**src/sv/ddwo_pkg.sv**
```systemverilog
// Shared types, register indexes and codes for the wheel odometry block.
// No dependencies.
`default_nettype none
package ddwo_pkg;
   localparam int CsrIdxW = 2;
   localparam int CsrDataW = 32;
   localparam logic [CsrIdxW-1:0] RegTickAngle = 2'd0;
   localparam logic [CsrIdxW-1:0] RegWheelRadius = 2'd1;
   localparam logic [CsrIdxW-1:0] RegWheelBase = 2'd2;
   localparam logic OpSample = 1'b0;
   localparam logic OpClear = 1'b1;
   // quotient width of the shared divider lanes
   localparam int QuoW = 64;
   localparam int NumLanes = 2;

   typedef struct packed {
      logic operation;
      logic [15:0] stamp_ms;
      logic [15:0] left_count;
      logic [15:0] right_count;
   } req_type;

   typedef struct packed {
      logic signed [31:0] distance_step;
      logic signed [31:0] heading_step;
      logic signed [31:0] forward_rate;
      logic signed [31:0] turn_rate;
      logic signed [47:0] left_angle;
      logic signed [47:0] right_angle;
      logic signed [31:0] left_rate;
      logic signed [31:0] right_rate;
   } rsp_type;

   // one lane job: unsigned magnitude / divisor, with sign of result
   typedef struct packed {
      logic start;
      logic neg;
      logic [QuoW-1:0] num;
      logic [QuoW-1:0] den;
   } div_req_type;

   typedef enum logic [2:0] {
      StIdle, StMul, StHead, StWheel, StBody, StOut
   } state_type;

   function automatic logic [31:0] sat32(input logic neg, input logic [QuoW-1:0] m);
      logic [31:0] r;
      if (!neg) r = (m > 64'h7FFF_FFFF) ? 32'h7FFF_FFFF : m[31:0];
      else if (m >= 64'h8000_0000) r = 32'h8000_0000;
      else r = 32'd0 - m[31:0];
      return r;
   endfunction
endpackage
`default_nettype wire

```
**src/sv/ddwo_div_lane.sv**
```systemverilog
// Radix-2 restoring divider lane, one quotient bit per cycle, signed result
// saturated to 32 bits. Depends on ddwo_pkg.
`default_nettype none
module ddwo_div_lane (
   input wire logic clock,
   input wire logic reset,
   input wire ddwo_pkg::div_req_type job,
   output logic busy,
   output logic [31:0] result
);
   logic [ddwo_pkg::QuoW-1:0] quo_ff, quo_in, rem_ff, rem_in, den_ff, den_in;
   logic neg_ff, neg_in, busy_ff, busy_in;
   logic [6:0] cnt_ff, cnt_in;
   logic [ddwo_pkg::QuoW:0] trial;

   always_comb begin
      quo_in = quo_ff; rem_in = rem_ff; den_in = den_ff;
      neg_in = neg_ff; busy_in = busy_ff; cnt_in = cnt_ff;
      trial = {rem_ff, quo_ff[ddwo_pkg::QuoW-1]} - {1'b0, den_ff};
      if (job.start) begin
         quo_in = job.num; rem_in = '0; den_in = job.den;
         neg_in = job.neg; busy_in = 1'b1;
         cnt_in = 7'(ddwo_pkg::QuoW);
      end else if (busy_ff) begin
         // shift in one numerator bit, subtract when it fits
         if (!trial[ddwo_pkg::QuoW]) begin
            rem_in = trial[ddwo_pkg::QuoW-1:0];
            quo_in = {quo_ff[ddwo_pkg::QuoW-2:0], 1'b1};
         end else begin
            rem_in = {rem_ff[ddwo_pkg::QuoW-2:0], quo_ff[ddwo_pkg::QuoW-1]};
            quo_in = {quo_ff[ddwo_pkg::QuoW-2:0], 1'b0};
         end
         cnt_in = cnt_ff - 7'd1;
         if (cnt_ff == 7'd1) busy_in = 1'b0;
      end
   end

   always_ff @(posedge clock) begin
      if (reset) begin
         busy_ff <= 1'b0; cnt_ff <= '0;
      end else begin
         busy_ff <= busy_in; cnt_ff <= cnt_in;
      end
      quo_ff <= quo_in; rem_ff <= rem_in; den_ff <= den_in; neg_ff <= neg_in;
   end

   assign busy = busy_ff;
   assign result = ddwo_pkg::sat32(neg_ff, quo_ff);
endmodule
`default_nettype wire

```
**config.mk**
```make
export PLATFORM = sky130hd
export DESIGN_NAME = ddwo_div_lane
export DESIGN_NICKNAME = d
export VERILOG_FILES = /design/src/sv/ddwo_pkg.sv /design/src/sv/ddwo_div_lane.sv
export SDC_FILE = /design/constraint.sdc
export NUM_CORES = 1
export LEC_CHECK = 0
export BUFFER_PORTS_ARGS = -buffer_cell sky130_fd_sc_hd__buf_2
export CAP_MARGIN = 20
export CORE_MARGIN = 5
export CORE_UTILIZATION = 40
export DETAILED_ROUTE_END_ITERATION = 7
export PLACE_DENSITY = 0.62
export SYNTH_ARGS = -nofsm -noshare
export SYNTH_HDL_FRONTEND = slang
export SYNTH_SLANG_ARGS = --single-unit
```
**constraint.sdc**
```tcl
create_clock -name clock -period 7.8 [get_ports clock]
set_input_delay 0.39 -clock clock [delete_from_list [all_inputs] [get_ports clock]]
set_output_delay 0.39 -clock clock [all_outputs]
set_load 0.1 [all_outputs]
```
==> results.sh, run 1 <==
export IMPL_max_stage_delay_ps=480
export IMPL_insertion_delay_ps=530
export IMPL_finalNonFillerCells=1913
export IMPL_detail_route_first_pass_iterations=5
export IMPL_die_h_um=190
export IMPL_combPwrFrac_pct=24.4
export IMPL_wirelength_mm=32.0
export IMPL_peakVddDrop_mv=0.151
export IMPL_drtIter0Drc=823
export IMPL_hold_ws_ps=30.1
export IMPL_hpwlAfterDp_mm=23.3
export IMPL_area_growth_syn_to_layout_pct=14.7
export IMPL_slew_headroom_pct=33.3
export IMPL_initial_core_util_pct=40.7
export IMPL_tns_ps=0
export IMPL_grt_pass1_vias=10300
export IMPL_vias_per_cell=5.52
export IMPL_cp_slowest_cell="buf_2"
export IMPL_grt_pass1_wl_mm=52.3
export IMPL_endpoint_kind="output pin"
export IMPL_ios=165
export IMPL_yosys_top_cells_count="129 x edfxtp_1, 118 x nor2_1, 112 x nand2_1"
export IMPL_cts_setup_buffers=0
export IMPL_crit_top_cell="nand2_1"
export IMPL_switching_power_mw=1.05
export IMPL_synth_edf_count=129
export IMPL_worst_setup_path_type="flop to output pin"
export IMPL_power_leakage_nw=5.95
export IMPL_min_period_ps=4530
export IMPL_drc_errors=0
export IMPL_ys_async_sr_fraction_pct=0
export IMPL_fillers=3073
export IMPL_power_density_mw_per_mm2=219
export IMPL_avgSynthCellArea_sq_um=9.41
export IMPL_startpoint_type="flop"
export IMPL_antenna_diode_count=0
export IMPL_antenna_found_initial=0
export IMPL_synth_area_leaders="edfxtp_1 30%, dfxtp_1 11%, ha_1 6.5%"
export IMPL_p_int_mw=2.20
export IMPL_ys_ff_latch=201
export IMPL_path_cells="inv_1 -> ha_1 -> or3b_1 -> and4bb_2 -> nand3_1 -> or3_1 -> or3_4 -> nor4_4 -> nand2_1 -> o41ai_2 -> nand2_1 -> o311ai_1 -> buf_2"
export IMPL_cts_tree="built"
export IMPL_drtAntennaViolNets=0
export IMPL_r2r_start="quo_ff[63]$_DFFE_PP_"
export IMPL_setup_violations=0
export IMPL_fmax_mhz=221
export IMPL_syn_nets=1573
export IMPL_rows=65
export IMPL_hold_path_class="input pin to flop"
export IMPL_critPathMaxFanout=5
export IMPL_status="finished, final reports clean"
export IMPL_cp_required_ps=7410
export IMPL_fin_ws_ps=3270
export IMPL_num_vias=10600
export IMPL_cap_violations=0
export IMPL_die_area_sq_mm=0.0360
export IMPL_synth_top_cell_area_share_pct=30.0
export IMPL_place_inst=1863
export IMPL_final_hold_viol_count=0
export IMPL_grt_max_degree=75
export IMPL_yosys_cell_count_top_type="edfxtp_1"
export IMPL_slew_violations=0
export IMPL_die_w_um=190
export IMPL_multiInputGateArea_sq_mm=0.00690
export IMPL_rsz0062_at_grt="no"
export IMPL_register_area_sq_mm=0.00532
export IMPL_synth_top_area_cell="edfxtp_1"
export IMPL_yosys_warnings=0
export IMPL_crit_start="quo_ff[1]$_DFFE_PP_"
export IMPL_fin_util_pct=46.7
export IMPL_timing_final_crit_share_pct=58.1
export IMPL_placeableCoreArea_sq_mm=0.0317
export IMPL_cts_num_sinks=201
export IMPL_seqPwrFrac_pct=40.3
export IMPL_final_net_count=1692
export IMPL_drive_above_1_share_pct=19.5
export IMPL_place_congestion=0.855
export IMPL_critPathArrivalTime_ps=4140
export IMPL_portBuffers=164
export IMPL_root_buffer="clkbuf_16"
export IMPL_finClkSkew_ps=12.3
export IMPL_ys_seq_area_share_pct=41.1
export IMPL_synth_cells=1373
export IMPL_ys_types=73
export IMPL_synthFlopType="edfxtp_1"
export IMPL_cts_buffer_depth=3
export IMPL_h_tree_depth=1
export IMPL_routedWlPerCell_um=16.7
export IMPL_syn_cell_area_sq_mm=0.0129
export IMPL_grt_overflow=0
export IMPL_cts_reportedPaths_clkPinSlew_ps=60
export IMPL_power_frac_clock_pct=35.3
export IMPL_tightest_slew_ps=998
export IMPL_dp_slack_ps=3510
export IMPL_p_sw_share_pct=32.3
export IMPL_grt_util_all_layers_pct=17.2
export IMPL_cts_made_buffers=25
export IMPL_min_from="job[56]"
## worst max-delay path, delay by kind of cell, from the launching register on
family	cells	cell delay [ps]
AO/OA/AOI/OAI	2	310
adder cells (fa/ha/maj)	1	190
buffers and inverters	2	590
flip-flops	1	430
AND/OR/NAND/NOR	8	2060
## state kept, by name, summed over array words and instances, names as in the netlist
name / count
den_ff: 64
quo_ff: 64
rem_ff: 64
cnt_ff: 7
busy: 1
neg_ff: 1
## area by class of cell
cell class	count	area share, %
clock buffer	30	4.48
clock inverter	16	1.05
inverter	95	2.41
multi-input combinational	994	46.5
sequential	201	35.9
tap	402	3.39
timing repair buffer	175	6.29
## placed cells by master, fill, tap and decap left out, types with 12 or more instances in the layout
master     count
a211oi_1      55
a21o_1        34
a21oi_1      102
a31oi_1       12
buf_2        163
clkbuf_16     25
dfxtp_1       71
edfxtp_1     129
ha_1          67
inv_1         95
mux2_2        63
mux2i_1       44
nand2_1      111
nand4_1       29
nor2_1       118
nor3_1        25
nor4_1        14
o21ai_0       68
o21bai_1      17
o311ai_0      17
or3_1         12
xnor2_1       35
xor2_1        29
## per-stage QoR
step / power, mW / cell area (sq um)
after floorplan: 1.93 / 12900
after detailed placement: 2.12 / 14000
after global placement: 2.11 / 14000
after CTS: 3.29 / 14800
final: 3.25 / 14800
after global routing: 3.42 / 14800
## worst paths after layout
check,slack (ps),cells after the start,end
max,3270,13,result[28]
min,30,1,den_ff[56]$_DFFE_PP_
max reg2reg,3510,13,rem_ff[51]$_SDFFE_PP0P_
min reg2reg,490,2,rem_ff[16]$_SDFFE_PP0P_
## logic make-up after synthesis
| family | after synthesis | synth area share [%] |
|---|---|---|
| and+or+nand+nor | 371 | 13.7 |
| AOI/OAI and AO/OA | 384 | 19.6 |
| DFF | 201 | 41.1 |
| xor gates and xnor gates | 64 | 4.34 |
| adders and majority gates | 68 | 6.64 |
| muxes | 107 | 8.90 |
| buffers and inverters | 178 | 5.62 |
## repair_timing
action | CTS | global route
resized for setup | 0 | 0
hold endpoints to repair | 4 | 0
hold buffers | 4 | 0
setup endpoints to repair | 0 | 0
## per-layer routing
metal | vias up | routed length (um) | global-route usage (%) | share of wire, %
li1 | 5314 | - | - | -
met1 | 4923 | 15600 | 24.9 | 49
met2 | 292 | 14000 | 27.2 | 44
met5 | - | 0 | 0 | 0
met4 | 0 | 537 | 3.70 | 1.7
met3 | 31 | 1870 | 2.64 | 5.8
## power groups by stage
stage          sequential, mW  combinational, mW  clock (mW)
6_report                 1.31              0.793        1.15
5_1_grt                  1.32              0.870        1.23
4_1_cts                  1.31              0.793        1.19
3_5_place_dp             1.33              0.786           0
3_3_place_gp             1.33              0.780           0
2_1_floorplan            1.31              0.619           0
No activity file was read; power rests on OpenSTA's default activity.
==> run 2, diff against run 1 <==
ABC_AREA = 1   (was default)
PLACE_DENSITY = 0.63   (was 0.62)
clock period = 4.1 ns   (was 7.8 ns; I/O delays follow)
==> run 2 against run 1 <==
Worst setup slack worse by 2900 ps. Cell area up 29%. Clock skew up 15 ps. Critical path depth down 4. Hold slack better by 130 ps. Cell count up 74%. Routed wire length up 50%. Power up 72%. Sequential cell count unchanged. Combinational power up 30%. Die area up 20%. Critical path type unchanged.
==> results.sh, run 2 <==
export IMPL_fillers=3968
export IMPL_area_growth_syn_to_layout_pct=21.8
export IMPL_path_cells="nor2_1 -> nand4_1 -> nor2_1 -> nand3_1 -> buf_4 -> nor2_1 -> inv_1 -> o21ai_0 -> buf_2"
export IMPL_crit_path_end="result[26]"
export IMPL_ys_types=43
export IMPL_register_area_sq_mm=0.00532
export IMPL_grt_pass1_vias=14800
export IMPL_worstReg2RegEnd="rem_ff[44]$_SDFFE_PP0P_"
export IMPL_grt_overflow=0
export IMPL_r2r_start="quo_ff[63]$_DFFE_PP_"
export IMPL_num_vias=15500
export IMPL_rows=72
export IMPL_cp_required_ps=3890
export IMPL_hold_path_class="input pin to flop"
export IMPL_place_congestion=0.998
export IMPL_startpoint_type="flop"
export IMPL_synth_top_area_cell="edfxtp_1"
export IMPL_dpl_cell_area_sq_mm=0.0170
export IMPL_slew_headroom_pct=43.9
export IMPL_critPathMaxFanout=22
export IMPL_rsz0062_at_grt="no"
export IMPL_min_period_ps=3710
export IMPL_cts_num_sinks=201
export IMPL_cts_tree="built"
export IMPL_power_leakage_nw=10.4
export IMPL_tightest_slew_ps=839
export IMPL_finClkSkew_ps=27.5
export IMPL_cts_reportedPaths_clkPinSlew_ps=60
export IMPL_h_tree_depth=1
export IMPL_final_net_count=2988
export IMPL_drtAntennaViolNets=0
export IMPL_cap_violations=0
export IMPL_placeableCoreArea_sq_mm=0.0386
export IMPL_cp_slowest_cell="buf_2"
export IMPL_yosys_top_cells_count="1,028 x nand2_1, 562 x inv_1, 154 x nor2_1"
export IMPL_slew_violations=0
export IMPL_final_cell_mix="1,028 x nand2_1, 561 x inv_1, 163 x buf_2, 152 x nor2_1, 133 x nand3_1"
export IMPL_max_stage_delay_ps=500
export IMPL_antenna_found_initial=3
export IMPL_ff2ff_setup_slack_ps=830
export IMPL_cp_top_family="buffers and inverters"
export IMPL_grt_max_degree=76
export IMPL_synth_cells=2503
export IMPL_ios=165
export IMPL_finalInstanceArea_sq_mm=0.0191
export IMPL_wirelength_mm=47.9
export IMPL_cts_buffer_depth=3
export IMPL_avgSynthCellArea_sq_um=6.26
export IMPL_die_w_um=208
export IMPL_synth_edf_count=129
export IMPL_crit_start="quo_ff[41]$_DFFE_PP_"
export IMPL_fmax_mhz=269
export IMPL_status="finished, final reports clean"
export IMPL_portBuffers=164
export IMPL_synthFlopType="edfxtp_1"
export IMPL_synth_top_cell_area_share_pct=24.7
export IMPL_cp_depth=9
export IMPL_synth_area_leaders="edfxtp_1 25%, nand2_1 25%, inv_1 13%"
export IMPL_cts_resized=0
export IMPL_root_buffer="clkbuf_16"
export IMPL_grt_util_all_layers_pct=21.6
export IMPL_fin_ws_ps=385
export IMPL_ff2ff_path_depth=20
export IMPL_worst_setup_path_type="flop to output pin"
export IMPL_vias_per_cell=4.64
export IMPL_setup_violations=0
export IMPL_detail_route_first_pass_iterations=5
export IMPL_drive_above_1_share_pct=9.73
export IMPL_tns_ps=0
export IMPL_hpwlAfterDp_mm=37.1
export IMPL_die_h_um=208
export IMPL_biggestRegsByFlops="den_ff: 64 flops, quo_ff: 64 flops, rem_ff: 64 flops"
export IMPL_crit_top_cell="nor2_1"
export IMPL_peakVddDrop_mv=0.276
export IMPL_ys_seq_area_share_pct=33.9
export IMPL_multiInputGateArea_sq_mm=0.00795
export IMPL_drtIter0Drc=913
export IMPL_yosys_cell_count_top_type="nand2_1"
export IMPL_drc_errors=0
export IMPL_timing_final_crit_share_pct=90.6
export IMPL_ys_async_sr_fraction_pct=0
export IMPL_ys_ff_latch=201
export IMPL_die_area_sq_mm=0.0432
export IMPL_syn_cell_area_sq_mm=0.0157
export IMPL_syn_nets=2703
export IMPL_routedWlPerCell_um=14.4
export IMPL_path_buf_inv=3
export IMPL_layout_commonest_cell="nand2_1"
export IMPL_cts_made_buffers=25
export IMPL_insertion_delay_ps=550
export IMPL_power_density_mw_per_mm2=293
export IMPL_initial_core_util_pct=40.5
export IMPL_yosys_warnings=0
export IMPL_critPathArrivalTime_ps=3510
export IMPL_grt_pass1_wl_mm=77.2
export IMPL_dp_slack_ps=824
export IMPL_endpoint_kind="output pin"
export IMPL_final_hold_viol_count=0
[run 2: per-stage QoR]
| stage | total power [mW] | utilization (%) | std cells | hold WS (ps) |
|---|---|---|---|---|
| finish | 5.58 | 49.4 | 3328 | 158 |
| floorplan | 3.07 | - | 2503 | 283 |
| global route | 5.85 | 49.4 | 3328 | 170 |
| detailed placement | 3.35 | 43.9 | 3149 | 383 |
| CTS | 5.66 | 49.3 | 3325 | 142 |
| global placement | 3.34 | 43.9 | 3149 | 381 |
[run 2: timing repair]
action                                 CTS  global route
hold buffers                           130             0
buffers inserted                         0             0
endpoints found under the hold margin  131             0
[run 2: area by class of cell]
type                    instances  share of cell area [%]
multi-input cells            1687                    41.7
well taps                     518                    3.40
clock inverters                15                   0.735
repair buffers                306                    11.6
inverters                     567                    11.2
clock buffers                  31                    3.50
diodes                          3                  0.0394
flip-flops and latches        201                    27.9
[run 2: kinds of logic after synthesis]
logic type / after synthesis / share of synthesized area [%]
xor+xnor: 49 / 2.74
buf+inv: 615 / 15.4
compound gates: 151 / 5.36
simple gates: 1419 / 37.1
flops: 201 / 33.9
fa+ha+maj: 68 / 5.48
[run 2: report_power, final]
part           switching, mW  leakage, nW  internal (mW)
sequential            0.0696         1.87           2.31
combinational          0.707         8.18          0.327
clock                  0.884        0.397           1.29
[run 2: worst min path at each step]
stage	start	to	slack, ps	cells after the start
2_1_floorplan	reset	busy$_SDFF_PP0_	280	1
3_3_place_gp	job[53]	den_ff[53]$_DFFE_PP_	380	1
3_5_place_dp	job[26]	den_ff[26]$_DFFE_PP_	380	1
4_1_cts	job[129]	den_ff[27]$_DFFE_PP_	140	1
5_1_grt	job[129]	den_ff[26]$_DFFE_PP_	170	1
6_report	job[129]	den_ff[27]$_DFFE_PP_	160	1
[run 2: worst reg2reg max path: cells and delay by family (launching register included)]
family / cells / cell delay, ps
AND/OR/NAND/NOR: 15 / 1610
adder cells (fa/ha/maj): 2 / 620
buffers and inverters: 3 / 560
flip-flops: 1 / 350
[run 2: metal layers]
metal  wire length [um]  vias up  global-route usage [%]
met5                  0        -                       0
met2              22300      334                    36.2
met1              22200     6897                    29.4
met3               2070       86                    2.96
li1                   -     8138                       -
met4               1380        0                    6.14
==> run 3, diff against run 2 <==
CELL_PAD_IN_SITES_DETAIL_PLACEMENT = 0   (was default)
CELL_PAD_IN_SITES_GLOBAL_PLACEMENT = 1   (was default)
CORE_UTILIZATION = 38   (was 40)
PLACE_DENSITY = 0.8   (was 0.63)
==> run 3 against run 2 <==
Sequential power about the same. Cell count increased by 0.33%. Power is 0.96% lower. Cell area hardly changed. Maximum frequency is 6.2% higher. Via count is 1.6% lower. Non-clock buffer count down 2. Clock skew is 14 ps lower. Sequential share of layout area is essentially flat. Clock power decreased by 2%. Routed wire length down 2.4%. Critical endpoint is now result[30].
==> results.sh, run 3 (synthesis gave the netlist of run 2 again) <==
export IMPL_root_buffer="clkbuf_16"
export IMPL_drive_above_1_share_pct=9.66
export IMPL_die_h_um=213
export IMPL_initial_core_util_pct=38.3
export IMPL_power_leakage_nw=10.4
export IMPL_cts_setup_buffers=0
export IMPL_drtIter0Drc=879
export IMPL_power_density_mw_per_mm2=290
export IMPL_fillers=4323
export IMPL_final_net_count=2986
export IMPL_critPathArrivalTime_ps=3290
export IMPL_status="finished, final reports clean"
export IMPL_p_int_mw=3.86
export IMPL_p_sw_share_pct=30.2
export IMPL_finClkSkew_ps=13.2
export IMPL_top_layer_used="met4"
export IMPL_setup_violations=0
export IMPL_slew_headroom_pct=36.3
export IMPL_routedWlPerCell_um=14.0
export IMPL_r2r_start="quo_ff[63]$_DFFE_PP_"
export IMPL_portBuffers=164
export IMPL_final_hold_viol_count=0
export IMPL_grt_max_degree=108
export IMPL_m1WireLength_mm=22.1
export IMPL_worst_setup_path_type="flop to output pin"
export IMPL_die_area_sq_mm=0.0454
export IMPL_wl_met2_mm=21.3
export IMPL_vias_per_cell=4.56
export IMPL_wl_met3_mm=2.65
export IMPL_cts_buffer_depth=3
export IMPL_grt_pass1_wl_mm=75.9
export IMPL_switching_power_mw=1.67
export IMPL_min_from="job[129]"
export IMPL_place_congestion=0.967
export IMPL_placeableCoreArea_sq_mm=0.0408
export IMPL_cp_required_ps=3890
export IMPL_drtAntennaViolNets=0
export IMPL_fin_util_pct=46.7
export IMPL_rsz0062_at_grt="no"
export IMPL_h_tree_depth=1
export IMPL_num_vias=15200
export IMPL_layout_commonest_cell="nand2_1"
export IMPL_area_growth_syn_to_layout_pct=21.9
export IMPL_cts_num_sinks=201
export IMPL_rows=74
export IMPL_final_cell_mix="1,028 x nand2_1, 561 x inv_1, 163 x buf_2, 152 x nor2_1, 133 x nand3_1"
export IMPL_min_period_ps=3500
export IMPL_seqPwrFrac_pct=43.0
export IMPL_insertion_delay_ps=560
export IMPL_antenna_found_initial=2
export IMPL_drc_errors=0
export IMPL_startpoint_type="flop"
export IMPL_detail_route_first_pass_iterations=6
export IMPL_tns_ps=0
export IMPL_power_frac_clock_pct=38.4
export IMPL_wirelength_mm=46.8
export IMPL_tightest_slew_ps=950
export IMPL_fmax_mhz=286
export IMPL_grt_util_all_layers_pct=20.5
export IMPL_hpwlAfterDp_mm=36.8
export IMPL_die_w_um=213
export IMPL_biggestRegsByFlops="den_ff: 64 flops, quo_ff: 64 flops, rem_ff: 64 flops"
export IMPL_peakVddDrop_mv=0.268
export IMPL_grt_pass1_vias=14800
export IMPL_hold_buffers=130
export IMPL_combPwrFrac_pct=18.6
export IMPL_crit_start="quo_ff[0]$_DFFE_PP_"
export IMPL_timing_final_crit_share_pct=85.3
export IMPL_grt_overflow=0
export IMPL_cts_resized=0
export IMPL_ios=165
export IMPL_cap_violations=0
export IMPL_cts_reportedPaths_clkPinSlew_ps=60
export IMPL_hold_ws_ps=195
export IMPL_endpoint_kind="output pin"
export IMPL_critPathMaxFanout=5
export IMPL_slew_violations=0
export IMPL_hold_path_class="input pin to flop"
export IMPL_cts_tree="built"
export IMPL_cts_made_buffers=25
-- run 3: layout make-up --
type	instances	area, sq um	area share, %
multi-input cells	1687	7950	41.7
clock buffers	32	672	3.52
repair buffers	304	2230	11.7
clock inverters	14	118	0.616
diodes	2	5.00	0.0262
inverters	567	2130	11.2
flip-flops and latches	201	5320	27.9
well taps	532	666	3.49
-- run 3: routing by layer --
metal | vias up | track usage, %
li1 | 8119 | -
met1 | 6685 | 28.4
met2 | 366 | 34.7
met3 | 44 | 3.07
met4 | 0 | 3.69
met5 | - | 0
-- run 3: power by group through the flow --
stage	Clock [mW]	Sequential, mW	Combinational, mW
6_report	2.12	2.37	1.03
5_1_grt	2.28	2.39	1.14
4_1_cts	2.21	2.38	1.03
3_5_place_dp	0	2.42	0.928
3_3_place_gp	0	2.41	0.929
2_1_floorplan	0	2.40	0.672
-- run 3: critical path: stages, from the launching register on --
cell and delay, ps:
edfxtp_1 380, inv_1 120, ha_1 220, inv_1 50
nor2_1 180, nand3_1 190, nor2_2 290, nand4_1 240
nor2_1 230, nand2_1 90, xor2_1 150, o21ai_1 150
buf_2 450
-- run 3: stage by stage --
step	power [mW]	setup WS (ps)	cell area, sq um	cells
after global routing	5.80	278	19100	3339
after floorplan	3.07	212	15700	2503
after CTS	5.61	557	19100	3336
after detailed placement	3.34	913	17000	3160
after global placement	3.34	1010	17000	3160
final	5.53	602	19100	3339
-- run 3: worst paths after layout --
kind	end	slack, ps	cells after the start
max	result[30]	600	12
min reg2reg	rem_ff[10]$_SDFFE_PP0P_	470	2
max reg2reg	rem_ff[46]$_SDFFE_PP0P_	970	20
min	den_ff[35]$_DFFE_PP_	190	1
